**src/rtl/rvr_pkg.sv**
```systemverilog
// Shared constants, codes and stage payload types of the raster value reclassifier.
package rvr_pkg;

  localparam int unsigned VALUE_WIDTH = 32;
  localparam int unsigned TABLE_DEPTH = 16;
  localparam int unsigned COUNT_W     = $clog2(TABLE_DEPTH + 1);
  localparam int unsigned INDEX_W     = 4;
  localparam int unsigned MODE_W      = 4;
  localparam int unsigned OP_W        = 2;
  localparam int unsigned RULE_W      = 2;
  localparam int unsigned SPECIAL_W   = 2;
  localparam int unsigned CFG_INDEX_W = 3;

  typedef logic signed [VALUE_WIDTH-1:0] value_t;
  typedef logic [MODE_W-1:0]             mode_t;
  typedef logic [OP_W-1:0]               op_t;
  typedef logic [RULE_W-1:0]             rule_t;
  typedef logic [INDEX_W-1:0]            index_t;
  typedef logic [COUNT_W-1:0]            count_t;
  typedef logic [SPECIAL_W-1:0]          special_t;
  typedef logic [CFG_INDEX_W-1:0]        cfg_index_t;

  localparam op_t OP_CLASSIFY = 2'd0;
  localparam op_t OP_WRITE    = 2'd1;
  localparam op_t OP_CLEAR    = 2'd2;

  localparam mode_t MODE_SINGLE_EQ     = 4'd0;
  localparam mode_t MODE_SINGLE_LT     = 4'd1;
  localparam mode_t MODE_SINGLE_LE     = 4'd2;
  localparam mode_t MODE_SINGLE_GE     = 4'd3;
  localparam mode_t MODE_SINGLE_GT     = 4'd4;
  localparam mode_t MODE_RANGE_INCL    = 4'd5;
  localparam mode_t MODE_RANGE_EXCL    = 4'd6;
  localparam mode_t MODE_TABLE_GE_LT   = 4'd7;
  localparam mode_t MODE_TABLE_GE_LE   = 4'd8;
  localparam mode_t MODE_TABLE_GT_LE   = 4'd9;
  localparam mode_t MODE_TABLE_GT_LT   = 4'd10;

  localparam rule_t RULE_PASS   = 2'd0;
  localparam rule_t RULE_MATCH  = 2'd1;
  localparam rule_t RULE_NODATA = 2'd2;
  localparam rule_t RULE_OTHER  = 2'd3;

  localparam cfg_index_t CFG_MODE           = 3'd0;
  localparam cfg_index_t CFG_THRESHOLD_LOW  = 3'd1;
  localparam cfg_index_t CFG_THRESHOLD_HIGH = 3'd2;
  localparam cfg_index_t CFG_NEW_VALUE      = 3'd3;
  localparam cfg_index_t CFG_NODATA_IN      = 3'd4;
  localparam cfg_index_t CFG_SPECIAL_ENABLE = 3'd5;
  localparam cfg_index_t CFG_NODATA_NEW     = 3'd6;
  localparam cfg_index_t CFG_OTHER_NEW      = 3'd7;

  localparam int unsigned SPECIAL_NODATA_BIT = 0;
  localparam int unsigned SPECIAL_OTHER_BIT  = 1;

  localparam value_t THRESHOLD_HIGH_RESET = value_t'(10);
  localparam value_t NEW_VALUE_RESET      = value_t'(1);
  localparam value_t NODATA_IN_RESET      = value_t'(-99999);

  typedef struct packed {
    value_t                 pixel;
    logic [TABLE_DEPTH-1:0] hit;
    logic                   nd_eq;
    logic                   meth_hit;
    logic                   table_mode;
    logic                   empty;
  } match_t;

  typedef struct packed {
    value_t pixel;
    logic   found;
    value_t code;
    logic   nd_eq;
    logic   meth_hit;
    logic   table_mode;
    logic   empty;
  } pick_t;

  typedef struct packed {
    value_t   new_value;
    value_t   nodata_new;
    value_t   other_new;
    special_t special;
  } repl_cfg_t;

endpackage

```
**src/rtl/rvr_table.sv**
```systemverilog
// Reclassification table storage with entry writes, clear and entry count.
module rvr_table (
  input  logic            clk_i,
  input  logic            rst_ni,
  input  logic            we_i,
  input  logic            clr_i,
  input  rvr_pkg::index_t idx_i,
  input  rvr_pkg::value_t min_i,
  input  rvr_pkg::value_t max_i,
  input  rvr_pkg::value_t code_i,
  output rvr_pkg::value_t low_o  [rvr_pkg::TABLE_DEPTH],
  output rvr_pkg::value_t high_o [rvr_pkg::TABLE_DEPTH],
  output rvr_pkg::value_t code_o [rvr_pkg::TABLE_DEPTH],
  output rvr_pkg::count_t count_o
);
  import rvr_pkg::*;

  value_t low_q  [TABLE_DEPTH];
  value_t high_q [TABLE_DEPTH];
  value_t code_q [TABLE_DEPTH];
  count_t count_q;
  logic   in_range;

  assign in_range = 32'(idx_i) < TABLE_DEPTH;

  always_ff @(posedge clk_i or negedge rst_ni) begin
    if (!rst_ni) begin
      count_q <= '0;
      for (int i = 0; i < TABLE_DEPTH; i++) begin
        low_q[i]  <= '0;
        high_q[i] <= '0;
        code_q[i] <= '0;
      end
    end else if (clr_i) begin
      count_q <= '0;
      for (int i = 0; i < TABLE_DEPTH; i++) begin
        low_q[i]  <= '0;
        high_q[i] <= '0;
        code_q[i] <= '0;
      end
    end else if (we_i && in_range) begin
      count_q <= COUNT_W'(32'(idx_i) + 32'd1);
      for (int i = 0; i < TABLE_DEPTH; i++) begin
        if (32'(idx_i) == i) begin
          low_q[i]  <= min_i;
          high_q[i] <= max_i;
          code_q[i] <= code_i;
        end
      end
    end
  end

  assign low_o   = low_q;
  assign high_o  = high_q;
  assign code_o  = code_q;
  assign count_o = count_q;

endmodule

```
**config.mk**
```make
export PLATFORM = sky130hd
export DESIGN_NAME = rvr_table
export DESIGN_NICKNAME = d
export VERILOG_FILES = /design/src/rtl/rvr_pkg.sv /design/src/rtl/rvr_table.sv
export SDC_FILE = /design/constraint.sdc
export NUM_CORES = 2
export LEC_CHECK = 0
export BUFFER_PORTS_ARGS = -buffer_cell sky130_fd_sc_hd__buf_2
export CAP_MARGIN = 0
export CORE_AREA = 2 2 636 638
export CTS_CLUSTER_DIAMETER = 150
export DETAILED_ROUTE_END_ITERATION = 16
export DIE_AREA = 0 0 638 640
export GPL_TIMING_DRIVEN = 0
export PLACE_DENSITY_LB_ADDON = 0.12
export SETUP_SLACK_MARGIN = 0.2
export SLEW_MARGIN = 10
export SYNTH_ARGS = -nofsm -noshare
export SYNTH_HDL_FRONTEND = slang
export SYNTH_SLANG_ARGS = --single-unit
```
**constraint.sdc**
```tcl
create_clock -name clk_i -period 1.8 [get_ports clk_i]
set_input_delay 0.54 -clock clk_i [delete_from_list [all_inputs] [get_ports clk_i]]
set_output_delay 0.54 -clock clk_i [all_outputs]
set_load 0.005 [all_outputs]
```
==> results.ini <==
[global_route]
antenna_found_initial=51
track_usage_pct=21.1
grt-ovfl-total=0
grt_pass1_vias=58208
grt_pass1_wl_um=579000
grt_max_degree=124

[die]
fp.coreArea_um2=401000
die_w_um=638
rows=233
die-area_um2=408000
die_h_um=640
io-pin-count=1645
initial_core_util_pct=15.5

[clock_tree]
clock-sinks=1541
clock_latency_ns=0.89
cts_root_buffer=clkbuf_16
clk_pin_slew_ns=0.06
cts_buffers=204
htreeDepth=4
tritoncts=yes
cts_buffer_depth=4

[drt]
highest_layer=met5
post_drt_wl_per_cell_um=30.3
vias=60689
vias_per_cell=4.07
antenna_left=0
wl_met3_um=31700
finalWirelength_um=452000
wl_met2_um=229000
drc=0
first_iter_violations=4261
drt_pass1_iterations=6
met1_length_um=171000

[timing]
tightest_slew_ns=1.26
min_period_over_period_pct=115
finClkSkew_ns=0
finalHoldViolations=0
slew_violations=0
setup_viol=1541
rsz0062_at_grt=true
fmaxAchievable_ghz=0.482
max_slew_margin_pct=16.1
layout_setup_ws_ns=-0.275
fin_crit_ns=2.07
whs_ns=0.0858

[layout]
final_cells=14916
final_common_cell=nand2_1
layout-drive-gt1-share_pct=32.0
area_growth_syn_to_layout_pct=55.4
mostFrequentLayoutCells=3072 x nand2_1, 1537 x a21oi_1, 1519 x dfrtp_1
nets=9562

[synth]
synthAdderAreaFrac_pct=0.0807
synth-simple-area-share_pct=19.4
ys_types=26
avgSynthCellArea_um2=8.97
synth_mux_area_share_pct=0.0323
synth-compound-area-share_pct=12.4
synth_top_family_by_area=simple AND/OR/NAND/NOR gates
syn_nets=7025
synthTopCellsByArea=dfrtp_1 62%, nand2_1 19%, a21oi_1 12%
syn_inst=6917
syn_area_um2=62100
ys_ff_latch=1541
synth_xor_area_share_pct=0.0282
seq_area_frac_synth_pct=62.1
synth_top_area_share_pct=62.1
ys_warn_count=0
yosysTopAreaCell=dfrtp_1

[power]
peakVddDrop_v=0.000788
power.density_nw_per_um2=881
leakagePower_nw=44.5

[critical_path]
ff2ff_setup_slack_ns=0.85
cp-end-kind=output port
cp_cell_sequence=buf_6
arrival_ns=1.53
cp_max_fo=2
critPathKind=reg -> out
cpMaxStageDelayCell=dfrtp_2
cp_num_buf_inv=1
path_delay_family=flip-flops
start_kind=flip-flop
cp_data_required_time_ns=1.26
max_stage_delay_ns=0.46

[worst_hold_path]
hold_path.class=in -> async

[place]
place.port_buffers=1547
dpl.hpwl_um=344000
gp_congestion=0.831
placed_cells_incl_taps=13776

[run]
maxCapViolCount=0

[status]
outcome=finished with violations
failed_checks=setup timing

[logic make-up after synthesis]
group	after synthesis
AO/OA/AOI/OAI	1539
AND/OR/NAND/NOR	3110
buffers and inverters	719
flip-flops	1541
multiplexers	2
adder cells (fa/ha/maj)	4
XOR/XNOR	2
[worst register-to-register path, stage by stage (launching register included)]
cell	delay, ns
dfrtp_1	0.43
buf_4	0.15
buf_4	0.12
nand2_1	0.05
a21oi_1	0.06
[cell type report]
| class | count | area [um^2] |
|---|---|---|
| diodes | 21 | 52.6 |
| inverters | 2 | 27.5 |
| fillers | 44034 | 305000 |
| clock buffers | 301 | 5990 |
| multi-input cells | 4657 | 19900 |
| repair buffers | 2331 | 20300 |
| clock inverters | 59 | 791 |
| plain buffers | 717 | 4230 |
| well taps | 5287 | 6620 |
| flip-flops and latches | 1541 | 38600 |
[sequential cells by signal, indices dropped and copies added, names as in the netlist]
signal   count
low_o      512
count_o      5
code_o     512
high_o     512
[report_power, final]
part,switching [W],internal (W),total (W)
sequential,0.000311,0.0351,0.0354
clock,0.0178,0.0247,0.0426
combinational,0.00515,0.00186,0.00701
[final timing paths]
| path | startpoint | to | cells after the start |
|---|---|---|---|
| min reg2reg | high_o[26] | high_o[26] | 2 |
| max reg2reg | low_o[197] | low_o[197] | 4 |
| max | high_o[242] | high_o[242] | 1 |
| max in group asynchronous | rst_ni | code_o[219] | 8 |
| min | rst_ni | code_o[32] | 5 |
| min in group clk_i | max_i[15] | high_o[175] | 3 |
[metrics by stage]
step                setup slack (ns)  area (um^2)  util (%)  power (W)  setup TNS [ns]
floorplan                      0.123        62200         -     0.0378               0
global placement              -38.41        76600      19.1     0.0418               -
detailed placement             -2.14        77300      19.3     0.0423        -2711.57
CTS                           -0.360        90300      22.5     0.0860         -417.71
global route                  -0.334        96400      24.0     0.0879         -364.49
finish                        -0.275        96500      24.0     0.0850         -247.11
[synthesized netlist by cell type (all sizes together)]
library cell  instances
dfrtp              1541
nand4                 4
nand2              3072
and4b                 8
and4                  4
nand2b                1
nand4b                8
nand4bb               4
and4bb                1
nor2                  4
xor2                  1
inv                   2
clkbuf              436
nand3                 1
a211oi                2
ha                    4
xnor2                 1
nor4bb                3
mux2i                 2
buf                 281
a21oi              1537
[metal layers]
layer | vias to the layer above | track usage [%]
met5 | - | 0
met4 | 14 | 7.94
met1 | 30761 | 23.8
li1 | 27147 | -
met3 | 574 | 5.65
met2 | 2193 | 37.8
[what timing repair did]
action / 4_1_cts / 5_1_grt
resized for setup: 1162 / 700
hold buffers: 13 / 3
hold endpoints to repair: 240 / 120
endpoints found under the setup margin: 3455 / 2709
setup buffers: 231 / 495
cloned: 15 / 2
pin swaps: 2 / 5
No activity file was read; power rests on OpenSTA's default activity.
