===== src/rtl/rvr_pkg.sv =====
// Shared constants, codes and stage payload types of the raster value reclassifier.
package rvr_pkg;

  localparam int unsigned VALUE_WIDTH = 32;
  localparam int unsigned TABLE_DEPTH = 16;
  localparam int unsigned COUNT_W     = $clog2(TABLE_DEPTH + 1);
  localparam int unsigned INDEX_W     = 4;
  localparam int unsigned MODE_W      = 4;
  localparam int unsigned OP_W        = 2;
  localparam int unsigned RULE_W      = 2;
  localparam int unsigned SPECIAL_W   = 2;
  localparam int unsigned CFG_INDEX_W = 3;

  typedef logic signed [VALUE_WIDTH-1:0] value_t;
  typedef logic [MODE_W-1:0]             mode_t;
  typedef logic [OP_W-1:0]               op_t;
  typedef logic [RULE_W-1:0]             rule_t;
  typedef logic [INDEX_W-1:0]            index_t;
  typedef logic [COUNT_W-1:0]            count_t;
  typedef logic [SPECIAL_W-1:0]          special_t;
  typedef logic [CFG_INDEX_W-1:0]        cfg_index_t;

  localparam op_t OP_CLASSIFY = 2'd0;
  localparam op_t OP_WRITE    = 2'd1;
  localparam op_t OP_CLEAR    = 2'd2;

  localparam mode_t MODE_SINGLE_EQ     = 4'd0;
  localparam mode_t MODE_SINGLE_LT     = 4'd1;
  localparam mode_t MODE_SINGLE_LE     = 4'd2;
  localparam mode_t MODE_SINGLE_GE     = 4'd3;
  localparam mode_t MODE_SINGLE_GT     = 4'd4;
  localparam mode_t MODE_RANGE_INCL    = 4'd5;
  localparam mode_t MODE_RANGE_EXCL    = 4'd6;
  localparam mode_t MODE_TABLE_GE_LT   = 4'd7;
  localparam mode_t MODE_TABLE_GE_LE   = 4'd8;
  localparam mode_t MODE_TABLE_GT_LE   = 4'd9;
  localparam mode_t MODE_TABLE_GT_LT   = 4'd10;

  localparam rule_t RULE_PASS   = 2'd0;
  localparam rule_t RULE_MATCH  = 2'd1;
  localparam rule_t RULE_NODATA = 2'd2;
  localparam rule_t RULE_OTHER  = 2'd3;

  localparam cfg_index_t CFG_MODE           = 3'd0;
  localparam cfg_index_t CFG_THRESHOLD_LOW  = 3'd1;
  localparam cfg_index_t CFG_THRESHOLD_HIGH = 3'd2;
  localparam cfg_index_t CFG_NEW_VALUE      = 3'd3;
  localparam cfg_index_t CFG_NODATA_IN      = 3'd4;
  localparam cfg_index_t CFG_SPECIAL_ENABLE = 3'd5;
  localparam cfg_index_t CFG_NODATA_NEW     = 3'd6;
  localparam cfg_index_t CFG_OTHER_NEW      = 3'd7;

  localparam int unsigned SPECIAL_NODATA_BIT = 0;
  localparam int unsigned SPECIAL_OTHER_BIT  = 1;

  localparam value_t THRESHOLD_HIGH_RESET = value_t'(10);
  localparam value_t NEW_VALUE_RESET      = value_t'(1);
  localparam value_t NODATA_IN_RESET      = value_t'(-99999);

  typedef struct packed {
    value_t                 pixel;
    logic [TABLE_DEPTH-1:0] hit;
    logic                   nd_eq;
    logic                   meth_hit;
    logic                   table_mode;
    logic                   empty;
  } match_t;

  typedef struct packed {
    value_t pixel;
    logic   found;
    value_t code;
    logic   nd_eq;
    logic   meth_hit;
    logic   table_mode;
    logic   empty;
  } pick_t;

  typedef struct packed {
    value_t   new_value;
    value_t   nodata_new;
    value_t   other_new;
    special_t special;
  } repl_cfg_t;

endpackage


===== src/rtl/rvr_match.sv =====
// Compare stage: threshold tests and parallel bound tests against every table entry.
module rvr_match (
  input  logic            clk_i,
  input  logic            rst_ni,
  input  logic            adv_i,
  input  logic            valid_i,
  input  rvr_pkg::value_t cell_i,
  input  rvr_pkg::mode_t  mode_i,
  input  rvr_pkg::value_t threshold_low_i,
  input  rvr_pkg::value_t threshold_high_i,
  input  rvr_pkg::value_t nodata_in_i,
  input  rvr_pkg::value_t low_i  [rvr_pkg::TABLE_DEPTH],
  input  rvr_pkg::value_t high_i [rvr_pkg::TABLE_DEPTH],
  input  rvr_pkg::count_t count_i,
  output logic            valid_o,
  output rvr_pkg::match_t match_o
);
  import rvr_pkg::*;

  mode_t  mode_n;
  logic   lo_incl;
  logic   hi_incl;
  logic   lo_ok;
  logic   hi_ok;
  match_t match_d;
  match_t match_q;
  logic   valid_q;

  always_comb begin
    mode_n  = (mode_i > MODE_TABLE_GT_LT) ? MODE_SINGLE_EQ : mode_i;
    lo_incl = (mode_n == MODE_TABLE_GE_LT) || (mode_n == MODE_TABLE_GE_LE);
    hi_incl = (mode_n == MODE_TABLE_GE_LE) || (mode_n == MODE_TABLE_GT_LE);

    match_d            = '0;
    match_d.pixel      = cell_i;
    match_d.nd_eq      = cell_i == nodata_in_i;
    match_d.table_mode = mode_n >= MODE_TABLE_GE_LT;
    match_d.empty      = match_d.table_mode && (count_i == '0);

    unique case (mode_n)
      MODE_SINGLE_EQ:  match_d.meth_hit = cell_i == threshold_low_i;
      MODE_SINGLE_LT:  match_d.meth_hit = cell_i < threshold_low_i;
      MODE_SINGLE_LE:  match_d.meth_hit = cell_i <= threshold_low_i;
      MODE_SINGLE_GE:  match_d.meth_hit = cell_i >= threshold_low_i;
      MODE_SINGLE_GT:  match_d.meth_hit = cell_i > threshold_low_i;
      MODE_RANGE_INCL: match_d.meth_hit = (threshold_low_i <= cell_i) &&
                                          (cell_i <= threshold_high_i);
      MODE_RANGE_EXCL: match_d.meth_hit = (threshold_low_i < cell_i) &&
                                          (cell_i < threshold_high_i);
      default:         match_d.meth_hit = 1'b0;
    endcase

    for (int i = 0; i < TABLE_DEPTH; i++) begin
      lo_ok = lo_incl ? (cell_i >= low_i[i]) : (cell_i > low_i[i]);
      hi_ok = hi_incl ? (cell_i <= high_i[i]) : (cell_i < high_i[i]);
      match_d.hit[i] = lo_ok && hi_ok && (32'(count_i) > i);
    end
  end

  always_ff @(posedge clk_i or negedge rst_ni) begin
    if (!rst_ni) begin
      valid_q <= 1'b0;
    end else if (adv_i) begin
      valid_q <= valid_i;
    end
  end

  always_ff @(posedge clk_i) begin
    if (adv_i) begin
      match_q <= match_d;
    end
  end

  assign valid_o = valid_q;
  assign match_o = match_q;

endmodule


===== config.mk =====
export PLATFORM = sky130hd
export DESIGN_NAME = rvr_match
export DESIGN_NICKNAME = d
export VERILOG_FILES = /design/src/rtl/rvr_pkg.sv /design/src/rtl/rvr_match.sv
export SDC_FILE = /design/constraint.sdc
export NUM_CORES = 2
export LEC_CHECK = 0
export BUFFER_PORTS_ARGS = -buffer_cell sky130_fd_sc_hd__buf_4
export CAP_MARGIN = 20
export CORE_AREA = 2 2 468 470
export CTS_CLUSTER_SIZE = 25
export DETAILED_ROUTE_END_ITERATION = 7
export DIE_AREA = 0 0 470 472
export PLACE_DENSITY = 0.34
export SLEW_MARGIN = 20
export SYNTH_ARGS = -nofsm -noshare
export SYNTH_HDL_FRONTEND = slang
export SYNTH_SLANG_ARGS = --single-unit

===== constraint.sdc =====
create_clock -name clk_i -period 0.9 [get_ports clk_i]
set_clock_uncertainty 0.05 [all_clocks]
set_input_delay 0.225 -clock clk_i [delete_from_list [all_inputs] [get_ports clk_i]]
set_output_delay 0.225 -clock clk_i [all_outputs]
set_load 0.02 [all_outputs]

==> run summary <==
Clock Pin Slew Worst Setup and Hold Paths -> 160 ps
Fill cells -> 24062
Part of the Yosys area used for sequential elements -> 0.0520
Yosys warning count -> 0
GR Util All Layers -> 0.224
Status -> finished with violations
Boundary Pins -> 1218
Failing checks -> negative setup slack
Inserted Clock Buffers -> 5
Switching portion of total power -> 0.479
Average cell area after synthesis -> 7.50 sq um
Post-route ant nets -> 0
Die Y -> 472 microns
EDFF count, synth -> 52
HPWL after DPL -> 219000 microns
Port buffer count -> 1217
Pint -> 17.5 mW
Critical path capture point type -> register
Highest Clock Rate -> 0.398 GHz
Max cap viols -> 0
Unrepaired setup endpoints after global routing -> yes
Critical Path RT -> 1050 ps
Hold path start -> cell_i[3]
Largest net degree at the start of global routing -> 32
Util after Layout -> 0.250
Final setup margin -> -1610 ps
Total gr overflow -> 0
Async set-reset flop share out of synthesis -> 0.0189
# setup viols final -> 73
Initial antenna violation count -> 73
HP Class -> input port to register
Nets -> 8303
CORE AREA -> 217000 sq um
Post-Synthesis Cell Area -> 30500 sq um
Most frequent cells in the layout -> buf_4, inv_1, ha_1
Max Buffers Root-to-Sink -> 2
Area of the multi-input gates -> 27100 sq um
First-pass GRT wire length -> 339000 microns
Share of cells above drive strength 1 -> 0.383
H-tree depth -> 2
Leakage Power -> 30.4 nW
Synthesized net count -> 6321
Global placer's final weighted congestion -> 0.932
Final hold vios -> 0
Hold Worst Slack -> 153 ps
Sequential share of power -> 0.094
Clock network power share -> 0.097
Chip Width -> 470 microns
# clock sinks -> 53
Final Total Pwr -> 33.6 mW
Root buffer cell -> clkbuf_16
Ys flop type -> edfxtp_1
Vias -> 37877
TNS Setup -> -45230 ps
DRT iter0 DRCs -> 1843
Critical path type -> input port to register
Worst relative slew slack -> 0.633
Place WS -> -2750 ps
Fin crit period -> 2510 ps
VDD IR max -> 0.793 mV
Cells on Worst Hold Path -> 2
Fin crit share -> 2.79
Clock latency on the worst-skew pair -> 420 ps
Pwr dens -> 620 nW/um^2
FF-to-FF path depth -> 1
Critical Path Source Type -> input port
Sequential Area -> 1590 sq um
TritonCTS clock tree -> done
Least-Margin Pin Slew -> 548 ps
Area grow syn2layout -> 77.6%
# DRC -> 0
Starting density of the core -> 0.141
Rows -> 171
Post-Syn Instances -> 4068
Critical path arrival -> 2660 ps
Hold Path End -> match_o[23]$_DFFE_PP_
Launching point of the worst reg2reg path -> valid_o$_DFFE_PN0P_
Commonest non-fill, non-tap cell in the layout -> buf_4
Routed len/inst -> 29.0 microns
Slew Viols, Final -> 0
Psw -> 16.1 mW
WL final -> 259000 microns
Die Area -> 222000 sq um
Drt first pass iters -> 5
Vias in the first global route -> 39821
Library cells used by synthesis -> 79
Yosys reg bits -> 53
Maximum fanout along the worst path -> 5
Post-DR vias/cell -> 4.24
Logic pwr share -> 0.809
Slack of the worst reg-to-reg path -> 80 ps
Reg2reg end -> valid_o$_DFFE_PN0P_
## layout make-up
cell class | instances | share of cell area
multi-input cells | 2905 | 0.500
inverters | 1104 | 0.0765
clock buffers | 5 | 0.00231
diodes | 22 | 0.00102
flip-flops and latches | 53 | 0.0293
clock inverters | 3 | 0.000531
well taps | 2854 | 0.0659
repair buffers | 1981 | 0.325
## power groups by stage
stage | clock [mW] | sequential [mW] | combinational, mW
6_report | 3.25 | 3.15 | 27.2
5_1_grt | 3.53 | 3.17 | 29.7
2_1_floorplan | 0 | 3.38 | 9.22
3_3_place_gp | 0 | 3.18 | 23.7
3_5_place_dp | 0 | 3.18 | 23.8
4_1_cts | 3.64 | 3.16 | 26.9
## state kept, by name (all words and copies together) (netlist names)
name and cells:
match_o 52, valid_o 1
## repair_timing
item                                    in CTS  in global routing
endpoints found under the setup margin      76                 75
hold buffers                                 3                  0
hold endpoints to repair                     2                  0
gates cloned                                10                  2
setup buffers                              143                 31
pin swaps                                  217                110
gates resized for setup                    671                138
## kinds of logic after synthesis
| logic type | Yosys count | share of synthesized area |
|---|---|---|
| buf+inv | 1110 | 0.137 |
| fa+ha+maj | 1088 | 0.446 |
| compound gates | 937 | 0.201 |
| simple gates | 826 | 0.147 |
| flops | 53 | 0.0520 |
| xor+xnor | 36 | 0.0103 |
| mux | 18 | 0.00619 |
## routing by layer
layer	track usage	share of wire	wire length, microns
met1	0.274	0.43	111000
met2	0.403	0.49	126000
met3	0.0435	0.054	14000
met4	0.0499	0.029	7450
met5	0	0.0012	304
## cells in the mapped netlist (all sizes together) (33+ instances only)
master	number	share of area
nor2	133	0.016
ha	1088	0.45
nand3	84	0.014
xor2	35	0.010
nor4	44	0.010
o21a	46	0.011
a21o	279	0.069
nand4	225	0.046
o21ai	140	0.023
nor2b	81	0.017
inv	1104	0.14
a211oi	33	0.0084
edfxtp	52	0.051
nor3	51	0.0087
nand2	121	0.015
a21oi	272	0.045
## how the worst max path moves through the flow
stage | startpoint | endpoint | slack, ps | cells past startpoint
after floorplan | cell_i[0] | match_o[13]$_DFFE_PP_ | -1580 | 10
after global placement | cell_i[25] | match_o[15]$_DFFE_PP_ | -2670 | 12
after detailed placement | cell_i[25] | match_o[15]$_DFFE_PP_ | -2750 | 12
after CTS | cell_i[18] | match_o[9]$_DFFE_PP_ | -1570 | 13
after global routing | cell_i[9] | match_o[15]$_DFFE_PP_ | -1640 | 13
final | cell_i[18] | match_o[15]$_DFFE_PP_ | -1610 | 13
## worst max-delay path, stage by stage
cell and delay (ps):
buf_12 130, buf_12 140, buf_16 140, buf_4 190, ha_1 300, nand4_1 130
nor4_4 320, buf_4 170, o31a_1 120, a311o_1 170, mux2i_4 380, buf_6 160
a211oi_2 40
## stage by stage
step | cell area [sq um] | instances
finish | 54200 | 8927
global route | 54200 | 8911
CTS | 53100 | 8875
detailed placement | 48000 | 8714
global placement | 48000 | 8714
floorplan | 30600 | 4068
Note: power is estimated with default switching activity, not from simulation.
