**config.mk**
```make
export PLATFORM = sky130hd
export DESIGN_NAME = rvr_select
export DESIGN_NICKNAME = d
export VERILOG_FILES = /design/src/rtl/rvr_pkg.sv /design/src/rtl/rvr_select.sv
export SDC_FILE = /design/constraint.sdc
export NUM_CORES = 1
export LEC_CHECK = 0
export BUFFER_PORTS_ARGS = -buffer_cell sky130_fd_sc_hd__buf_2
export CORE_AREA = 2 2 245 247
export CTS_BUF_LIST = sky130_fd_sc_hd__clkbuf_4
export DETAILED_ROUTE_END_ITERATION = 12
export DIE_AREA = 0 0 247 249
export PLACE_DENSITY = 0.41
export SLEW_MARGIN = 20
export SYNTH_ARGS = -nofsm -noshare
export SYNTH_HDL_FRONTEND = slang
export SYNTH_SLANG_ARGS = --single-unit
```
**constraint.sdc**
```tcl
create_clock -name clk_i -period 1.1 [get_ports clk_i]
set_input_delay 0.33 -clock clk_i [delete_from_list [all_inputs] [get_ports clk_i]]
set_output_delay 0.33 -clock clk_i [all_outputs]
set_load 0.05 [all_outputs]
```
**src/rtl/rvr_pkg.sv**
```systemverilog
// Shared constants, codes and stage payload types of the raster value reclassifier.
package rvr_pkg;

  localparam int unsigned VALUE_WIDTH = 32;
  localparam int unsigned TABLE_DEPTH = 16;
  localparam int unsigned COUNT_W     = $clog2(TABLE_DEPTH + 1);
  localparam int unsigned INDEX_W     = 4;
  localparam int unsigned MODE_W      = 4;
  localparam int unsigned OP_W        = 2;
  localparam int unsigned RULE_W      = 2;
  localparam int unsigned SPECIAL_W   = 2;
  localparam int unsigned CFG_INDEX_W = 3;

  typedef logic signed [VALUE_WIDTH-1:0] value_t;
  typedef logic [MODE_W-1:0]             mode_t;
  typedef logic [OP_W-1:0]               op_t;
  typedef logic [RULE_W-1:0]             rule_t;
  typedef logic [INDEX_W-1:0]            index_t;
  typedef logic [COUNT_W-1:0]            count_t;
  typedef logic [SPECIAL_W-1:0]          special_t;
  typedef logic [CFG_INDEX_W-1:0]        cfg_index_t;

  localparam op_t OP_CLASSIFY = 2'd0;
  localparam op_t OP_WRITE    = 2'd1;
  localparam op_t OP_CLEAR    = 2'd2;

  localparam mode_t MODE_SINGLE_EQ     = 4'd0;
  localparam mode_t MODE_SINGLE_LT     = 4'd1;
  localparam mode_t MODE_SINGLE_LE     = 4'd2;
  localparam mode_t MODE_SINGLE_GE     = 4'd3;
  localparam mode_t MODE_SINGLE_GT     = 4'd4;
  localparam mode_t MODE_RANGE_INCL    = 4'd5;
  localparam mode_t MODE_RANGE_EXCL    = 4'd6;
  localparam mode_t MODE_TABLE_GE_LT   = 4'd7;
  localparam mode_t MODE_TABLE_GE_LE   = 4'd8;
  localparam mode_t MODE_TABLE_GT_LE   = 4'd9;
  localparam mode_t MODE_TABLE_GT_LT   = 4'd10;

  localparam rule_t RULE_PASS   = 2'd0;
  localparam rule_t RULE_MATCH  = 2'd1;
  localparam rule_t RULE_NODATA = 2'd2;
  localparam rule_t RULE_OTHER  = 2'd3;

  localparam cfg_index_t CFG_MODE           = 3'd0;
  localparam cfg_index_t CFG_THRESHOLD_LOW  = 3'd1;
  localparam cfg_index_t CFG_THRESHOLD_HIGH = 3'd2;
  localparam cfg_index_t CFG_NEW_VALUE      = 3'd3;
  localparam cfg_index_t CFG_NODATA_IN      = 3'd4;
  localparam cfg_index_t CFG_SPECIAL_ENABLE = 3'd5;
  localparam cfg_index_t CFG_NODATA_NEW     = 3'd6;
  localparam cfg_index_t CFG_OTHER_NEW      = 3'd7;

  localparam int unsigned SPECIAL_NODATA_BIT = 0;
  localparam int unsigned SPECIAL_OTHER_BIT  = 1;

  localparam value_t THRESHOLD_HIGH_RESET = value_t'(10);
  localparam value_t NEW_VALUE_RESET      = value_t'(1);
  localparam value_t NODATA_IN_RESET      = value_t'(-99999);

  typedef struct packed {
    value_t                 pixel;
    logic [TABLE_DEPTH-1:0] hit;
    logic                   nd_eq;
    logic                   meth_hit;
    logic                   table_mode;
    logic                   empty;
  } match_t;

  typedef struct packed {
    value_t pixel;
    logic   found;
    value_t code;
    logic   nd_eq;
    logic   meth_hit;
    logic   table_mode;
    logic   empty;
  } pick_t;

  typedef struct packed {
    value_t   new_value;
    value_t   nodata_new;
    value_t   other_new;
    special_t special;
  } repl_cfg_t;

endpackage

```
**src/rtl/rvr_select.sv**
```systemverilog
// Select stage: picks the code of the first matching table entry.
module rvr_select (
  input  logic            clk_i,
  input  logic            rst_ni,
  input  logic            adv_i,
  input  logic            valid_i,
  input  rvr_pkg::match_t match_i,
  input  rvr_pkg::value_t code_i [rvr_pkg::TABLE_DEPTH],
  output logic            valid_o,
  output rvr_pkg::pick_t  pick_o
);
  import rvr_pkg::*;

  pick_t pick_d;
  pick_t pick_q;
  logic  valid_q;

  always_comb begin
    pick_d            = '0;
    pick_d.pixel      = match_i.pixel;
    pick_d.found      = |match_i.hit;
    pick_d.nd_eq      = match_i.nd_eq;
    pick_d.meth_hit   = match_i.meth_hit;
    pick_d.table_mode = match_i.table_mode;
    pick_d.empty      = match_i.empty;
    for (int i = TABLE_DEPTH - 1; i >= 0; i--) begin
      if (match_i.hit[i]) begin
        pick_d.code = code_i[i];
      end
    end
  end

  always_ff @(posedge clk_i or negedge rst_ni) begin
    if (!rst_ni) begin
      valid_q <= 1'b0;
    end else if (adv_i) begin
      valid_q <= valid_i;
    end
  end

  always_ff @(posedge clk_i) begin
    if (adv_i) begin
      pick_q <= pick_d;
    end
  end

  assign valid_o = valid_q;
  assign pick_o  = pick_q;

endmodule

```
==> out/qor.csv, run 1 <==
stage,metric,value,unit
outcome,run status,finished with violations,
outcome,violated checks,negative setup slack,
sta,Final Setup Violations,103,
clock_tree,CTS max path bufs,2,
run,Max-Cap Viols,0,
pwr,Peak VDD IR,0.0004593,V
pwr,clock share of power,0.175,
place,I/O Buffers,637,
global_routing,vias in the first global route,10250,
global_routing,grt ovf,0,
sta,final hold violations,0,
pwr,combinational group share of total power,0.527,
sta,Sum Neg Setup Slack,-34980,ps
synth,Mapped Nets,1183,
finish,Fillers,6378,
floorplanning,Core Region,58690,um^2
critical_path,Worst setup SP type,flip-flop,
floorplanning,Die Y,249,um
pwr,PwrDens,793.7,nW/um^2
synth,Synth Flop Type,edfxtp_1,
route,vias per cell,4.354,
route,Routed Antenna Nets,0,
clock_tree,root buffer cell,clkbuf_4,
global_routing,initial antenna violation count,13,
place,placer congestion estimate,0.9132,
global_routing,total track usage,0.1821,
finish,most frequent cells in the layout,"buf_2, buf_4, buf_6",
route,final wirelength,59.12,mm
pwr,Leak,6.051,nW
finish,area of the multi-input gates,4498,um^2
pwr,Seq pwr share,0.298,
finish,register area,2097,um^2
finish,ratio of cells with drive above 1 in the final layout,0.7042,
sta,max_slew headroom,0.6572,
clock_tree,CTS tree,done,
pwr,Net Sw Power,4.664,mW
finish,Nets,2003,
sta,final setup margin,-472.6,ps
synth,sequential share of the synthesized area,0.3688,
clock_tree,Clock transition at path regs,160,ps
sta,Peak Freq,0.6359,GHz
sta,fin crit share,1.430,
route,Vias,9680,
place,post-DP HPWL,48.18,mm
synth,Mapped Cells,615,
finish,area growth from synthesis to layout,149.0,%
worst_hold_path,worst min path class,in -> async,
synth,Netlist cell types,43,
route,DRC viols,0,
floorplanning,DIE AREA,61500,um^2
clock_tree,worst skew pair latency,510,ps
synth,Post-synth EDFFs,69,
sta,Final Hold Slack,98.24,ps
floorplanning,chip width,247,um
floorplanning,Starting Density,0.09690,
pwr,Switching Share,0.4150,
synth,ys async rst share,0.01429,
finish,final core occ,0.2413,
clock_tree,clock sink count,70,
floorplanning,Rows,89,
finish,"commonest non-fill, non-tap cell in the layout",buf_2,
sta,worst-margin pin slew,514.2,ps
critical_path,critical path capture point type,output pin,
floorplanning,IO Count,638,
clock_tree,CTS buffer count,9,
global_routing,global-route wire length before repair,78.18,mm
critical_path,peak fanout along the critical path,1,
pwr,Cell Int Power,6.576,mW
sta,RSZ-0062 raised after global routing,true,
synth,syn_area_per_cell,9.247,um^2
synth,Ys Warns,0,
critical_path,Worst EP required,770,ps
finish,final design area excluding fillers,14160,um^2
synth,Synth Cell Area,5687,um^2
route,drt wl/cell,26.59,um
sta,Tmin final,1573,ps
route,1st-pass router iterations,5,
critical_path,Worst Path Arrival,1240,ps
global_routing,largest net degree at the start of global routing,38,
sta,"Slew Viols, Final",0,
clock_tree,H-tree Lvls,3,
route,Iteration-0 DRC Markers,631,
place,DP Area,11310,um^2
critical_path,Crit Path Class,reg -> out,
sta,Final Skew,0,ps
synth,Yosys reg bits,70,
pwr,power after layout,11.24,mW
## flip-flops by register name, indices dropped and copies added, names as in the netlist
signal / cells
valid_o: 1
pick_o: 69
## power by group through the flow
stage | Clock, mW | Combinational [mW] | Sequential [mW]
after floorplan | 0 | 1.13 | 4.19
final | 1.97 | 5.92 | 3.35
after detailed placement | 0 | 4.69 | 3.35
after CTS | 2.10 | 5.69 | 3.35
after global placement | 0 | 4.70 | 3.35
after global routing | 2.16 | 6.20 | 3.37
## repair_timing
| action | in CTS | in global routing |
|---|---|---|
| hold buffers | 38 | 0 |
| gates resized for setup | 310 | 84 |
| setup endpoints to repair | 103 | 103 |
| setup buffers | 28 | 29 |
| cloned | 9 | 1 |
| hold endpoints to repair | 38 | 0 |
| pin swaps | 68 | 66 |
## metrics by stage
stage | setup WS, ps | instances
floorplan | -618.0 | 615
global placement | -1578 | 2109
detailed placement | -1570 | 2109
CTS | -552.0 | 2191
global route | -543.1 | 2220
finish | -472.6 | 2223
## area by class of cell
| class | count | area share |
|---|---|---|
| diodes | 10 | 0.001767 |
| clock inverters | 7 | 0.005036 |
| flip-flops and latches | 70 | 0.1481 |
| well taps | 773 | 0.06829 |
| repair buffers | 886 | 0.4519 |
| multi-input cells | 459 | 0.3176 |
| clock buffers | 9 | 0.004771 |
| inverters | 9 | 0.002562 |
## per-layer routing
metal / vias up / global-route usage / routed length (um)
met2: 485 / 0.3054 / 28000
li1: 4363 / - / -
met5: - / 0 / 41
met3: 48 / 0.02640 / 3599
met1: 4778 / 0.2444 / 26460
met4: 6 / 0.04165 / 1012
## synth_stat cells (3+ instances only)
cell,n,share of area
buf_2,22,0.019
buf_6,5,0.0099
edfxtp_1,69,0.36
o22ai_1,83,0.091
inv_1,5,0.0033
clkbuf_1,49,0.032
o211ai_1,4,0.0053
a31oi_1,7,0.0077
a21oi_1,19,0.017
nor3_1,3,0.0026
nand2b_1,5,0.0055
o221ai_1,29,0.045
a22oi_1,13,0.017
inv_2,4,0.0026
nor2b_1,7,0.0077
o311ai_1,9,0.014
a221o_1,3,0.0053
a221oi_1,102,0.16
o21ai_0,33,0.029
a222oi_1,3,0.0053
nor2_1,40,0.026
o311a_1,18,0.032
nand2_1,23,0.015
or2_1,7,0.0077
o31a_1,20,0.031
o31ai_1,10,0.013
## final timing paths
path / from / depth (start not counted) / end / slack [ps]
max in group asynchronous: rst_ni / 2 / valid_o / 920
hold reg to reg: valid_o / 1 / valid_o / 620
min in group clk_i: code_i[466] / 3 / pick_o[22] / 140
hold / removal: rst_ni / 2 / valid_o / 100
setup / recovery: pick_o[4] / 2 / pick_o[4] / -470
setup reg to reg: valid_o / 1 / valid_o / 290
## critical path: stages (launching register included)
cell and delay, ps:
edfxtp_1 430, buf_6 150, buf_8 140
## cells by family (layout without fill, tap and decap cells)
family,after synthesis,in the layout,synth area share
other cells,0,10,0
mux,1,1,0.001980
compound gates,361,361,0.4814
flops,70,70,0.3688
simple gates,96,97,0.07767
buf+inv,87,911,0.07019
(Power assumes the default switching activity.)
==> run 2: changes to the inputs <==
--- a/config.mk
+++ b/config.mk
@@ -15,3 +15,4 @@
 export SYNTH_ARGS = -nofsm -noshare
 export SYNTH_HDL_FRONTEND = slang
 export SYNTH_SLANG_ARGS = --single-unit
+export TNS_END_PERCENT = 30
==> run 2 against run 1 <==
Net effect:
- the flow still finishes with violations (negative setup slack)
- count of clock-buffer cells in the layout stayed put
- clock power shrank 11%
- flip-flop and latch count stayed put
- power is 2.1% lower
- die area did not move
- cell count down 0.18%
- register-to-register slack better by 40 ps
- worst hold slack better by 15 ps
- highest routed layer unchanged
- routed wire length shrank 2.0%
==> out/qor.csv, run 2 (same netlist as run 1, synthesis figures left out) <==
stage,metric,value,unit,change
outcome,run status,finished with violations,,
outcome,violated checks,negative setup slack,,
pwr,Leak,6.085,nW,+0.56%
clock_tree,root buffer cell,clkbuf_4,,
run,Max-Cap Viols,0,,unchanged
sta,final setup margin,-580.3,ps,-107.8 ps
route,Iteration-0 DRC Markers,586,,-7.1%
critical_path,critical register-to-register path startpoint,valid_o,,
route,met1 wire length,26.29,mm,-0.62%
worst_hold_path,worst min path class,in -> async,,
global_routing,vias in the first global route,10270,,+0.19%
global_routing,largest net degree at the start of global routing,41,,+7.9%
sta,fin crit share,1.528,,+0.09800
floorplanning,Rows,89,,unchanged
critical_path,R2R setup slack,330,ps,+40 ps
route,1st-pass router iterations,6,,+1
pwr,Net Sw Power,4.448,mW,-4.6%
finish,"commonest non-fill, non-tap cell in the layout",buf_2,,
clock_tree,CTS tree,done,,
critical_path,crit-path max cell delay,410,ps,-20 ps
clock_tree,clock sink count,70,,unchanged
route,top layer in use,met5,,
floorplanning,chip width,247,um,unchanged
finish,most frequent cells in the layout,"buf_2, buf_4, buf_6",,
critical_path,R2R cell count,1,,unchanged
sta,Peak Freq,0.5951,GHz,-6.4%
critical_path,slowest cell on the critical path,or3_4,,
sta,"Slew Viols, Final",0,,unchanged
critical_path,Crit Path Class,in -> reg,,
route,final wirelength,57.95,mm,-2.0%
route,Vias,9643,,-0.38%
pwr,Peak VDD IR,0.0004546,V,-1.0%
sta,max_slew headroom,0.6029,,-0.05429
critical_path,Worst EP required,1460,ps,+690 ps
floorplanning,IO Count,638,,unchanged
clock_tree,worst skew pair latency,500,ps,about the same
place,I/O Buffers,637,,unchanged
finish,Fillers,6422,,+0.69%
clock_tree,CTS buffer count,9,,unchanged
critical_path,critical path capture point type,flip-flop,,
route,DRC viols,0,,unchanged
finish,final core occ,0.2413,,about the same
place,"worst slack, placed",-1574,ps,-4.240 ps
global_routing,global-route wire length before repair,77.58,mm,-0.77%
clock_tree,Clock transition at path regs,150,ps,about the same
global_routing,total track usage,0.1809,,-0.001197
floorplanning,DIE AREA,61500,um^2,unchanged
route,Routed Antenna Nets,0,,unchanged
critical_path,Worst setup SP type,input pin,,
global_routing,grt ovf,0,,unchanged
finish,max reg flops,69,,unchanged
sta,Sum Neg Setup Slack,-33670,ps,+1316 ps
finish,area growth from synthesis to layout,149.0,%,about the same
place,post-DP HPWL,46.91,mm,-2.6%
critical_path,Worst Path Arrival,2040,ps,+800 ps
sta,RSZ-0062 raised after global routing,true,,
pwr,PwrDens,777.5,nW/um^2,-2.0%
sta,Final Skew,0,ps,unchanged
floorplanning,Starting Density,0.09690,,unchanged
sta,Final Setup Violations,103,,unchanged
pwr,Seq pwr share,0.304,,+0.006
route,WL met3,3.627,mm,+0.78%
clock_tree,H-tree Lvls,3,,unchanged
sta,worst-margin pin slew,594.3,ps,+80.17 ps
global_routing,initial antenna violation count,13,,unchanged
critical_path,crit-path cells,buf_8 -> buf_6 -> or2_4 -> buf_12 -> buf_16 -> or3_4 -> a21oi_4 -> o31a_1,,
pwr,combinational group share of total power,0.537,,+0.010
sta,final hold violations,0,,unchanged
critical_path,peak fanout along the critical path,5,,+4
sta,Tmin final,1680,ps,+107.8 ps
clock_tree,CTS max path bufs,2,,unchanged
route,vias per cell,4.346,,-0.20%
floorplanning,Core Region,58690,um^2,unchanged
pwr,Switching Share,0.4041,,-0.01086
pwr,clock share of power,0.159,,-0.016
route,met2 wire len,27.09,mm,-3.3%
pwr,Cell Int Power,6.560,mW,-0.25%
finish,ratio of cells with drive above 1 in the final layout,0.7055,,+0.001308
critical_path,r2r endpoint,valid_o,,
floorplanning,Die Y,249,um,unchanged
place,placer congestion estimate,0.9072,,-0.66%
finish,Nets,2008,,+0.25%
route,drt wl/cell,26.12,um,-1.8%
run 2: per-stage QoR:
stage / std cells / hold slack, ps / cell area (um^2) / power [mW]
5_1_grt: 2218 / 52.61 / 14160 / 11.50
3_3_place_gp: 2113 / 104.8 / 11220 / 7.977
3_5_place_dp: 2113 / 107.0 / 11220 / 7.965
4_1_cts: 2204 / 41.21 / 13820 / 11.00
6_report: 2219 / 113.3 / 14160 / 11.01
2_1_floorplan: 615 / 34.41 / 5852 / 5.257
run 2: final cells by class:
class	count	area, um^2	area share
antenna	3	7.507	0.0005302
sequential	70	2097	0.1481
clock inverter	5	52.55	0.003712
timing repair buffer	891	6489	0.4583
clock buffer	9	67.56	0.004772
multi-input combinational	459	4436	0.3133
tap	773	967.2	0.06831
inverter	9	42.54	0.003005
run 2: critical path, delay by kind of cell:
kind            cells  cell delay, ps
buf+inv             4             490
simple gates        2             730
compound gates      2             470
run 2: what timing repair did:
action | CTS | global route
hold buffers | 38 | 0
hold endpoints to repair | 38 | 0
buffers inserted | 40 | 18
gates resized for setup | 338 | 59
endpoints found under the setup margin | 103 | 103
cloned | 9 | 0
pin swaps | 82 | 45
run 2: metal layers:
layer | track usage | vias up
li1 | - | 4358
met1 | 0.2476 | 4726
met2 | 0.2974 | 499
met3 | 0.02866 | 54
met4 | 0.03787 | 6
met5 | 0 | -
run 2: how the worst max path moves through the flow:
stage                start    endpoint  slack, ps  cells after the start
6_report       match_i[15]  pick_o[34]       -580                      8
5_1_grt         pick_o[36]  pick_o[36]       -510                      1
4_1_cts         pick_o[36]  pick_o[36]       -530                      1
3_5_place_dp   match_i[10]  pick_o[25]      -1570                      7
3_3_place_gp   match_i[10]  pick_o[25]      -1520                      7
2_1_floorplan  match_i[12]  pick_o[34]       -620                      7
run 2: power groups by stage:
| stage | combinational (mW) | clock (mW) | sequential [mW] |
|---|---|---|---|
| after floorplan | 1.07 | 0 | 4.19 |
| after global placement | 4.63 | 0 | 3.35 |
| after detailed placement | 4.62 | 0 | 3.35 |
| after CTS | 5.78 | 1.87 | 3.35 |
| after global routing | 6.20 | 1.93 | 3.37 |
| final | 5.91 | 1.75 | 3.35 |
