### config.mk
export PLATFORM = sky130hd
export DESIGN_NAME = rvr_decide
export DESIGN_NICKNAME = d
export VERILOG_FILES = /design/src/rtl/rvr_pkg.sv /design/src/rtl/rvr_decide.sv
export SDC_FILE = /design/constraint.sdc
export NUM_CORES = 1
export LEC_CHECK = 0
export BUFFER_PORTS_ARGS = -buffer_cell sky130_fd_sc_hd__buf_2
export CORE_AREA = 2 2 117 108
export DETAILED_ROUTE_END_ITERATION = 7
export DIE_AREA = 0 0 119 110
export PLACE_DENSITY = 0.5
export RECOVER_POWER = 25
export SYNTH_ARGS = -nofsm -noshare
export SYNTH_HDL_FRONTEND = slang
export SYNTH_SLANG_ARGS = --single-unit
### constraint.sdc
create_clock -name clk_i -period 1.2 [get_ports clk_i]
set_input_delay 0.12 -clock clk_i [delete_from_list [all_inputs] [get_ports clk_i]]
set_output_delay 0.12 -clock clk_i [all_outputs]
set_load 0.005 [all_outputs]
### src/rtl/rvr_pkg.sv
// Shared constants, codes and stage payload types of the raster value reclassifier.
package rvr_pkg;

  localparam int unsigned VALUE_WIDTH = 32;
  localparam int unsigned TABLE_DEPTH = 16;
  localparam int unsigned COUNT_W     = $clog2(TABLE_DEPTH + 1);
  localparam int unsigned INDEX_W     = 4;
  localparam int unsigned MODE_W      = 4;
  localparam int unsigned OP_W        = 2;
  localparam int unsigned RULE_W      = 2;
  localparam int unsigned SPECIAL_W   = 2;
  localparam int unsigned CFG_INDEX_W = 3;

  typedef logic signed [VALUE_WIDTH-1:0] value_t;
  typedef logic [MODE_W-1:0]             mode_t;
  typedef logic [OP_W-1:0]               op_t;
  typedef logic [RULE_W-1:0]             rule_t;
  typedef logic [INDEX_W-1:0]            index_t;
  typedef logic [COUNT_W-1:0]            count_t;
  typedef logic [SPECIAL_W-1:0]          special_t;
  typedef logic [CFG_INDEX_W-1:0]        cfg_index_t;

  localparam op_t OP_CLASSIFY = 2'd0;
  localparam op_t OP_WRITE    = 2'd1;
  localparam op_t OP_CLEAR    = 2'd2;

  localparam mode_t MODE_SINGLE_EQ     = 4'd0;
  localparam mode_t MODE_SINGLE_LT     = 4'd1;
  localparam mode_t MODE_SINGLE_LE     = 4'd2;
  localparam mode_t MODE_SINGLE_GE     = 4'd3;
  localparam mode_t MODE_SINGLE_GT     = 4'd4;
  localparam mode_t MODE_RANGE_INCL    = 4'd5;
  localparam mode_t MODE_RANGE_EXCL    = 4'd6;
  localparam mode_t MODE_TABLE_GE_LT   = 4'd7;
  localparam mode_t MODE_TABLE_GE_LE   = 4'd8;
  localparam mode_t MODE_TABLE_GT_LE   = 4'd9;
  localparam mode_t MODE_TABLE_GT_LT   = 4'd10;

  localparam rule_t RULE_PASS   = 2'd0;
  localparam rule_t RULE_MATCH  = 2'd1;
  localparam rule_t RULE_NODATA = 2'd2;
  localparam rule_t RULE_OTHER  = 2'd3;

  localparam cfg_index_t CFG_MODE           = 3'd0;
  localparam cfg_index_t CFG_THRESHOLD_LOW  = 3'd1;
  localparam cfg_index_t CFG_THRESHOLD_HIGH = 3'd2;
  localparam cfg_index_t CFG_NEW_VALUE      = 3'd3;
  localparam cfg_index_t CFG_NODATA_IN      = 3'd4;
  localparam cfg_index_t CFG_SPECIAL_ENABLE = 3'd5;
  localparam cfg_index_t CFG_NODATA_NEW     = 3'd6;
  localparam cfg_index_t CFG_OTHER_NEW      = 3'd7;

  localparam int unsigned SPECIAL_NODATA_BIT = 0;
  localparam int unsigned SPECIAL_OTHER_BIT  = 1;

  localparam value_t THRESHOLD_HIGH_RESET = value_t'(10);
  localparam value_t NEW_VALUE_RESET      = value_t'(1);
  localparam value_t NODATA_IN_RESET      = value_t'(-99999);

  typedef struct packed {
    value_t                 pixel;
    logic [TABLE_DEPTH-1:0] hit;
    logic                   nd_eq;
    logic                   meth_hit;
    logic                   table_mode;
    logic                   empty;
  } match_t;

  typedef struct packed {
    value_t pixel;
    logic   found;
    value_t code;
    logic   nd_eq;
    logic   meth_hit;
    logic   table_mode;
    logic   empty;
  } pick_t;

  typedef struct packed {
    value_t   new_value;
    value_t   nodata_new;
    value_t   other_new;
    special_t special;
  } repl_cfg_t;

endpackage

### src/rtl/rvr_decide.sv
// Decision stage: applies replacement order and holds the output word.
module rvr_decide (
  input  logic               clk_i,
  input  logic               rst_ni,
  input  logic               adv_i,
  input  logic               valid_i,
  input  rvr_pkg::pick_t     pick_i,
  input  rvr_pkg::repl_cfg_t cfg_i,
  output logic               valid_o,
  output rvr_pkg::value_t    result_o,
  output rvr_pkg::rule_t     rule_o,
  output logic               empty_o
);
  import rvr_pkg::*;

  logic   nd_on;
  logic   oth_on;
  value_t result_d;
  rule_t  rule_d;
  logic   valid_q;
  value_t result_q;
  rule_t  rule_q;
  logic   empty_q;

  assign nd_on  = cfg_i.special[SPECIAL_NODATA_BIT];
  assign oth_on = cfg_i.special[SPECIAL_OTHER_BIT];

  always_comb begin
    priority if (pick_i.table_mode && pick_i.empty) begin
      result_d = pick_i.pixel;
      rule_d   = RULE_PASS;
    end else if (pick_i.table_mode && pick_i.found) begin
      result_d = pick_i.code;
      rule_d   = RULE_MATCH;
    end else if (nd_on && pick_i.nd_eq) begin
      result_d = cfg_i.nodata_new;
      rule_d   = RULE_NODATA;
    end else if (!pick_i.table_mode && pick_i.meth_hit) begin
      result_d = cfg_i.new_value;
      rule_d   = RULE_MATCH;
    end else if (oth_on && !pick_i.nd_eq) begin
      result_d = cfg_i.other_new;
      rule_d   = RULE_OTHER;
    end else begin
      result_d = pick_i.pixel;
      rule_d   = RULE_PASS;
    end
  end

  always_ff @(posedge clk_i or negedge rst_ni) begin
    if (!rst_ni) begin
      valid_q <= 1'b0;
    end else if (adv_i) begin
      valid_q <= valid_i;
    end
  end

  always_ff @(posedge clk_i) begin
    if (adv_i) begin
      result_q <= result_d;
      rule_q   <= rule_d;
      empty_q  <= pick_i.table_mode && pick_i.empty;
    end
  end

  assign valid_o  = valid_q;
  assign result_o = result_q;
  assign rule_o   = rule_q;
  assign empty_o  = empty_q;

endmodule
==> insert_results.sql, run 1 <==
INSERT INTO impl_metrics (metric_group, metric, value, unit) VALUES
('status', 'run_status', 'completed', ''),
('grt', 'grt.total_usage', '17.50', '%'),
('setup_path', 'crit_path_class', 'input pin to flip-flop', ''),
('die', 'die_width', '119', 'µm'),
('route', 'viasPerCell', '4.801', ''),
('finish', 'mostFrequentLayoutCells', 'sky130_fd_sc_hd__buf_2 (205), sky130_fd_sc_hd__nand2_1 (97), sky130_fd_sc_hd__o21ai_0 (66)', ''),
('min_path', 'min-delay-path-class', 'input pin to flip-flop', ''),
('route', 'drtIter0Drc', '187', ''),
('setup_path', 'worst_r2r_endpoint', 'valid_o$_DFFE_PN0P_', ''),
('grt', 'grt_antenna_before_repair', '1', ''),
('pwr', 'p_leak', '2.148', 'nW'),
('setup_path', 'cpPeakStageDelay', '0.24', 'ns'),
('setup_path', 'rr_worst_depth', '1', ''),
('min_path', 'timing.hold.worst.start', 'valid_i', ''),
('placement', 'gp_congestion', '0.7974', ''),
('cts', 'clock_tree.root_cell', 'sky130_fd_sc_hd__clkbuf_16', ''),
('setup_path', 'timing.rr.start', 'valid_o$_DFFE_PN0P_', ''),
('sta', 'drv_slew', '0', ''),
('cts', 'maximum_level_of_the_cts_h_tree', '2', ''),
('die', 'fp-row-count', '38', ''),
('cts', 'cts_tree', 'built', ''),
('synthesis', 'mean_instance_size_in_the_synthesized_netlist', '8.563', 'µm²'),
('min_path', 'hold-path-cell-count', '2', ''),
('setup_path', 'cp_max_fo', '7', ''),
('setup_path', 'slowest_stage', 'sky130_fd_sc_hd__a221oi_2', ''),
('route', 'num_vias', '3399', ''),
('route', 'antenna_violating_nets_post_route', '0', ''),
('die', 'core_region_area', '11840', 'µm²'),
('sta', 'timing.final.hold_violations', '0', ''),
('cts', 'tritoncts.num_buffers', '5', ''),
('finish', 'final_layout_size_suffix_gt1_share', '50.09', '%'),
('placement', 'dpl.hpwl', '9078', 'µm'),
('setup_path', 'worst-r2r-setup-slack', '0.45', 'ns'),
('sta', 'setup_viol', '0', ''),
('finish', 'final_common_cell', 'sky130_fd_sc_hd__buf_2', ''),
('finish', 'fin_nets', '717', ''),
('pwr', 'p_per_area', '956.5', 'nW/µm²'),
('run', 'max_cap_violations', '0', ''),
('route', 'route.detailed.drc', '0', ''),
('setup_path', 'crit_path_required_time', '1.23', 'ns'),
('synthesis', 'synth_fp_nets', '511', ''),
('sta', 'timing.max_slew.rel_slack', '70.79', '%'),
('synthesis', 'synthesis.yosys.warnings', '0', ''),
('die', 'floorplan.initialDensity', '24.59', '%'),
('sta', 'holdWs', '0.08456', 'ns'),
('sta', 'tightestPinTransition', '0.4381', 'ns'),
('grt', 'grt_max_degree', '36', ''),
('grt', 'grt_pass1_vias', '3480', ''),
('sta', 'fin_crit_sh', '93.47', '%'),
('synthesis', 'synthCells', '340', ''),
('die', 'design.die.area', '13090', 'µm²'),
('setup_path', 'setup.worst_path.start_class', 'input pin', ''),
('grt', 'grt_first_pass_wirelength', '17850', 'µm'),
('grt', 'grt-ovfl-total', '0', ''),
('sta', 'timing.final.crit_period', '1.122', 'ns'),
('sta', 'timing.setup.tns', '0', 'ns'),
('die', 'floorplan.io_pins', '207', ''),
('die', 'fp.dieH', '110', 'µm'),
('placement', 'placed_cells_incl_taps', '698', ''),
('synthesis', 'synth-seq-cells', '36', ''),
('sta', 'clock_skew', '0', 'ns'),
('synthesis', 'synthesis.area', '2912', 'µm²'),
('sta', 'highest_achievable_clock_rate', '891.5', 'MHz'),
('setup_path', 'crit_path_end_kind', 'flip-flop', ''),
('finish', 'final-instance-count-excl-fill', '708', ''),
('sta', 'rsz_0062_raised_after_global_routing', 'no', ''),
('setup_path', 'worst_ep_arrival_time', '1.15', 'ns'),
('route', 'drt_pass1_iterations', '4', ''),
('pwr', 'report.power.total', '4.246', 'mW'),
('min_path', 'holdPathEnd', 'valid_o$_DFFE_PN0P_', ''),
('cts', 'clk_path_buf_depth', '2', ''),
('cts', 'postCtsSetupBuffers', '0', ''),
('placement', 'numPortBuffers', '206', ''),
('finish', 'area_growth', '52.47', '%'),
('route', 'drt-wirelength-per-cell', '16.70', 'µm'),
('cts', 'worst_setup_hold_path_clk_slew', '0.06', 'ns'),
('setup_path', 'critical_path.cell_chain', 'buf_2 -> nor2b_4 -> buf_4 -> nor2b_4 -> buf_4 -> a221oi_2 -> o21ai_1', ''),
('cts', 'clock_network_latency_to_the_later_pin_of_the_worst_skew_pair', '0.27', 'ns'),
('finish', 'postLayoutCoreUtil', '37.50', '%'),
('route', 'postRouteWirelength', '11820', 'µm'),
('synthesis', 'synth.lib_cells_used.distinct', '22', ''),
('synthesis', 'yosysSeqAreaShare', '36.96', '%'),
('cts', 'numClockSinks', '36', ''),
('pwr', 'vdd.ir_drop.worst', '0.0005317', 'V');
==> report_power, final <==
group          internal [mW]  switching, mW
logic                  0.659          0.670
registers               1.56         0.0388
clock network          0.829          0.491
total                   3.05           1.20
==> cell usage after synthesis, drive strengths merged <==
cell type | n | area (µm²)
nand2 | 97 | 364.1
o21ai | 97 | 489.2
edfxtp | 35 | 1051
a21o | 32 | 240.2
a221oi | 32 | 461.7
clkbuf | 19 | 71.32
buf | 17 | 127.6
nor2b | 3 | 26.27
and2 | 2 | 12.51
nor2 | 2 | 15.01
a2bb2oi | 1 | 8.760
dfrtp | 1 | 25.02
mux2 | 1 | 11.26
o21a | 1 | 7.510
==> metal layers <==
| metal | up-vias | global-route usage (%) | part of all wire (%) | wire [µm] |
|---|---|---|---|---|
| li1 | 1671 | - | - | - |
| met1 | 1561 | 20.43 | 40 | 4726 |
| met2 | 151 | 31.77 | 51 | 5991 |
| met3 | 16 | 4.321 | 7.3 | 866 |
| met4 | 0 | 5.612 | 2.0 | 238 |
| met5 | - | 0 | 0 | 0 |
==> cells by family after synthesis <==
| logic type | after synthesis | share of synthesized area, % |
|---|---|---|
| and+or+nand+nor | 104 | 14.35 |
| muxes | 1 | 0.3867 |
| buffers and inverters | 36 | 6.833 |
| AOI/OAI and AO/OA | 163 | 41.47 |
| DFF | 36 | 36.96 |
==> layout make-up <==
type / instances / area (µm²)
fillers: 1244 / 7400
flip-flops and latches: 36 / 1076
well taps: 160 / 200.2
clock buffers: 8 / 146.4
multi-input cells: 268 / 1657
repair buffers: 235 / 1358
diodes: 1 / 2.502
==> sequential cells by signal, summed over array words and instances (netlist names) <==
name and count:
rule_o 2, result_o 32, empty_o 1, valid_o 1
==> metrics by stage <==
step | cell area, µm² | worst slack [ns]
after floorplan | 2912 | -0.07881
final | 4439 | 0.07833
after CTS | 4443 | 0.01377
after detailed placement | 4287 | -0.2716
after global routing | 4439 | 0.005881
after global placement | 4287 | -0.2030
==> worst max-delay path, delay by kind of cell <==
kind | cells | cell delay (ns)
buf+inv | 3 | 0.46
compound gates | 2 | 0.32
simple gates | 2 | 0.25
==> worst max path at each step <==
stage,endpoint,startpoint,slack (ns),cells after the start
after global placement,result_o[4]$_DFFE_PP_,pick_i[1],-0.20,6
after floorplan,result_o[10]$_DFFE_PP_,pick_i[1],-0.08,8
after detailed placement,result_o[31]$_DFFE_PP_,pick_i[1],-0.27,6
after CTS,result_o[2]$_DFFE_PP_,pick_i[1],0.01,6
after global routing,result_o[0]$_DFFE_PP_,pick_i[1],0.006,7
final,result_o[25]$_DFFE_PP_,pick_i[1],0.08,7
==> what timing repair did <==
item	4_1_cts	5_1_grt
gates resized for setup	0	4
endpoints found under the setup margin	0	28
hold buffers	1	0
endpoints found under the hold margin	1	0
Note: power is estimated with default switching activity, not from simulation.
==> run 2, diff against run 1 <==
--- a/config.mk
+++ b/config.mk
@@ -5,12 +5,13 @@
 export SDC_FILE = /design/constraint.sdc
 export NUM_CORES = 1
 export LEC_CHECK = 0
-export BUFFER_PORTS_ARGS = -buffer_cell sky130_fd_sc_hd__buf_2
+export BUFFER_PORTS_ARGS = -buffer_cell sky130_fd_sc_hd__buf_4
 export CORE_AREA = 2 2 117 108
 export DETAILED_ROUTE_END_ITERATION = 7
 export DIE_AREA = 0 0 119 110
 export PLACE_DENSITY = 0.5
 export RECOVER_POWER = 25
+export SETUP_SLACK_MARGIN = 0.3
 export SYNTH_ARGS = -nofsm -noshare
 export SYNTH_HDL_FRONTEND = slang
 export SYNTH_SLANG_ARGS = --single-unit
==> insert_results.sql, run 2 (synthesis results as in run 1) <==
INSERT INTO impl_metrics (metric_group, metric, value, unit) VALUES
('route', 'antenna_violating_nets_post_route', '0', ''),
('sta', 'clock_skew', '0', 'ns'),
('grt', 'grt_max_degree', '36', ''),
('die', 'core_region_area', '11840', 'µm²'),
('setup_path', 'crit_path_required_time', '1.24', 'ns'),
('cts', 'clk_path_buf_depth', '2', ''),
('cts', 'maximum_level_of_the_cts_h_tree', '2', ''),
('cts', 'tritoncts.num_buffers', '5', ''),
('route', 'postRouteWirelength', '13040', 'µm'),
('setup_path', 'crit_path_class', 'input pin to flip-flop', ''),
('sta', 'rsz_0062_raised_after_global_routing', 'yes', ''),
('placement', 'placement.cell_area', '4752', 'µm²'),
('grt', 'grt-ovfl-total', '0', ''),
('placement', 'gp_congestion', '0.8140', ''),
('sta', 'holdWs', '0.07831', 'ns'),
('cts', 'worst_setup_hold_path_clk_slew', '0.06', 'ns'),
('min_path', 'min-delay-path-class', 'input pin to flip-flop', ''),
('pwr', 'p_leak', '2.398', 'nW'),
('grt', 'grt_first_pass_wirelength', '19620', 'µm'),
('status', 'run_status', 'completed', ''),
('die', 'fp-row-count', '38', ''),
('setup_path', 'setup.worst_path.start_class', 'input pin', ''),
('finish', 'max_ffs_per_register', '32', ''),
('setup_path', 'cp_max_fo', '5', ''),
('sta', 'setup_viol', '0', ''),
('pwr', 'vdd.ir_drop.worst', '0.0005008', 'V'),
('sta', 'highest_achievable_clock_rate', '903.6', 'MHz'),
('finish', 'final_common_cell', 'sky130_fd_sc_hd__buf_4', ''),
('route', 'num_vias', '3476', ''),
('grt', 'grt_pass1_vias', '3568', ''),
('placement', 'dpl.hpwl', '9465', 'µm'),
('setup_path', 'crit_path_end_kind', 'flip-flop', ''),
('setup_path', 'worst_ep_arrival_time', '1.14', 'ns'),
('die', 'fp.dieH', '110', 'µm'),
('placement', 'placed_cells_incl_taps', '693', ''),
('route', 'drtIter0Drc', '286', ''),
('sta', 'timing.max_slew.rel_slack', '34.74', '%'),
('finish', 'final_layout_size_suffix_gt1_share', '51.00', '%'),
('pwr', 'p_per_area', '891.4', 'nW/µm²'),
('finish', 'postLayoutCoreUtil', '43.42', '%'),
('run', 'max_cap_violations', '0', ''),
('route', 'drt_pass1_iterations', '5', ''),
('sta', 'drv_slew', '0', ''),
('finish', 'layout.filler_cells', '1172', ''),
('route', 'route.detailed.drc', '0', ''),
('route', 'drt-wirelength-per-cell', '18.39', 'µm'),
('finish', 'area_growth', '76.54', '%'),
('finish', 'final-instance-count-excl-fill', '709', ''),
('cts', 'numClockSinks', '36', ''),
('finish', 'mostFrequentLayoutCells', 'sky130_fd_sc_hd__buf_4 (201), sky130_fd_sc_hd__nand2_1 (97), sky130_fd_sc_hd__o21ai_0 (64)', ''),
('sta', 'tightestPinTransition', '0.9789', 'ns'),
('finish', 'antenna_cells', '0', ''),
('finish', 'layout_cell_area_excl_fill', '5140', 'µm²'),
('die', 'floorplan.initialDensity', '24.59', '%'),
('sta', 'timing.final.crit_period', '1.107', 'ns'),
('placement', 'numPortBuffers', '206', ''),
('cts', 'cts_tree', 'built', ''),
('finish', 'fin_nets', '719', ''),
('sta', 'fin_crit_sh', '92.22', '%'),
('die', 'floorplan.io_pins', '207', ''),
('grt', 'grt.total_usage', '19.43', '%'),
('die', 'design.die.area', '13090', 'µm²'),
('grt', 'grt_antenna_before_repair', '0', ''),
('cts', 'clock_network_latency_to_the_later_pin_of_the_worst_skew_pair', '0.27', 'ns'),
('route', 'viasPerCell', '4.903', ''),
('die', 'die_width', '119', 'µm'),
('sta', 'timing.final.hold_violations', '0', ''),
('cts', 'clock_tree.root_cell', 'sky130_fd_sc_hd__clkbuf_16', '');
==> run 2: cell count changes in the layout (fill, tap and decap cells not counted), moves of 2 or more <==
cell                        previous run  this run
sky130_fd_sc_hd__o21ai_1              30        32
sky130_fd_sc_hd__buf_4                15       201
sky130_fd_sc_hd__o21ai_0              66        64
sky130_fd_sc_hd__buf_6                 1        20
sky130_fd_sc_hd__clkbuf_16             5         8
sky130_fd_sc_hd__buf_2               205         0
==> run 2: final cells by class <==
class / count / area, µm² / area share [%]
clock buffer: 8 / 136.4 / 2.653
multi-input combinational: 268 / 1688 / 32.84
tap: 160 / 200.2 / 3.895
timing repair buffer: 237 / 2039 / 39.68
sequential: 36 / 1076 / 20.93
==> run 2: timing repair <==
| action | 4_1_cts | 5_1_grt |
|---|---|---|
| setup endpoints to repair | 70 | 70 |
| endpoints found under the hold margin | 1 | 0 |
| gates cloned | 2 | 3 |
| resized for setup | 22 | 10 |
| pin swaps | 9 | 13 |
| hold buffers | 1 | 0 |
| setup buffers | 1 | 1 |
==> run 2: worst max-delay path: stages <==
cell                       delay [ns]
sky130_fd_sc_hd__buf_6           0.09
sky130_fd_sc_hd__nor2b_4         0.11
sky130_fd_sc_hd__buf_6           0.11
sky130_fd_sc_hd__nor2b_4         0.15
sky130_fd_sc_hd__buf_12          0.14
sky130_fd_sc_hd__buf_16          0.12
sky130_fd_sc_hd__a221oi_2        0.22
sky130_fd_sc_hd__o21ai_1         0.08
==> run 2: routing by layer <==
metal,vias to the layer above,wire length (µm),global-route usage (%)
li1,1674,-,-
met5,-,0,0
met1,1606,5308,23.94
met4,0,318,7.653
met2,175,6494,33.21
met3,21,915,4.527
==> run 2: stage by stage <==
stage	TNS, ns	total power, mW	worst slack [ns]
CTS	0	4.571	0.09119
floorplan	-2.126	2.250	-0.07428
global route	0	4.817	0.05029
global placement	-6.397	3.180	-0.2397
detailed placement	-5.861	3.189	-0.2240
finish	0	4.582	0.09335
==> run 2: worst paths after layout <==
kind / start / to / slack (ns) / cells after the start
max: cfg_i[1] / result_o[4]$_DFFE_PP_ / 0.09 / 8
min: valid_i / valid_o$_DFFE_PN0P_ / 0.08 / 2
max reg2reg: valid_o$_DFFE_PN0P_ / valid_o$_DFFE_PN0P_ / 0.45 / 1
min reg2reg: valid_o$_DFFE_PN0P_ / valid_o$_DFFE_PN0P_ / 0.53 / 1
max in group asynchronous: rst_ni / valid_o$_DFFE_PN0P_ / 0.93 / 2
min in group asynchronous: rst_ni / valid_o$_DFFE_PN0P_ / 0.18 / 2
==> run 2: where the power goes <==
group          internal (mW)  total, mW  switching (mW)
sequential              1.56       1.62          0.0556
combinational          0.963       1.67           0.707
clock                  0.774       1.29           0.520
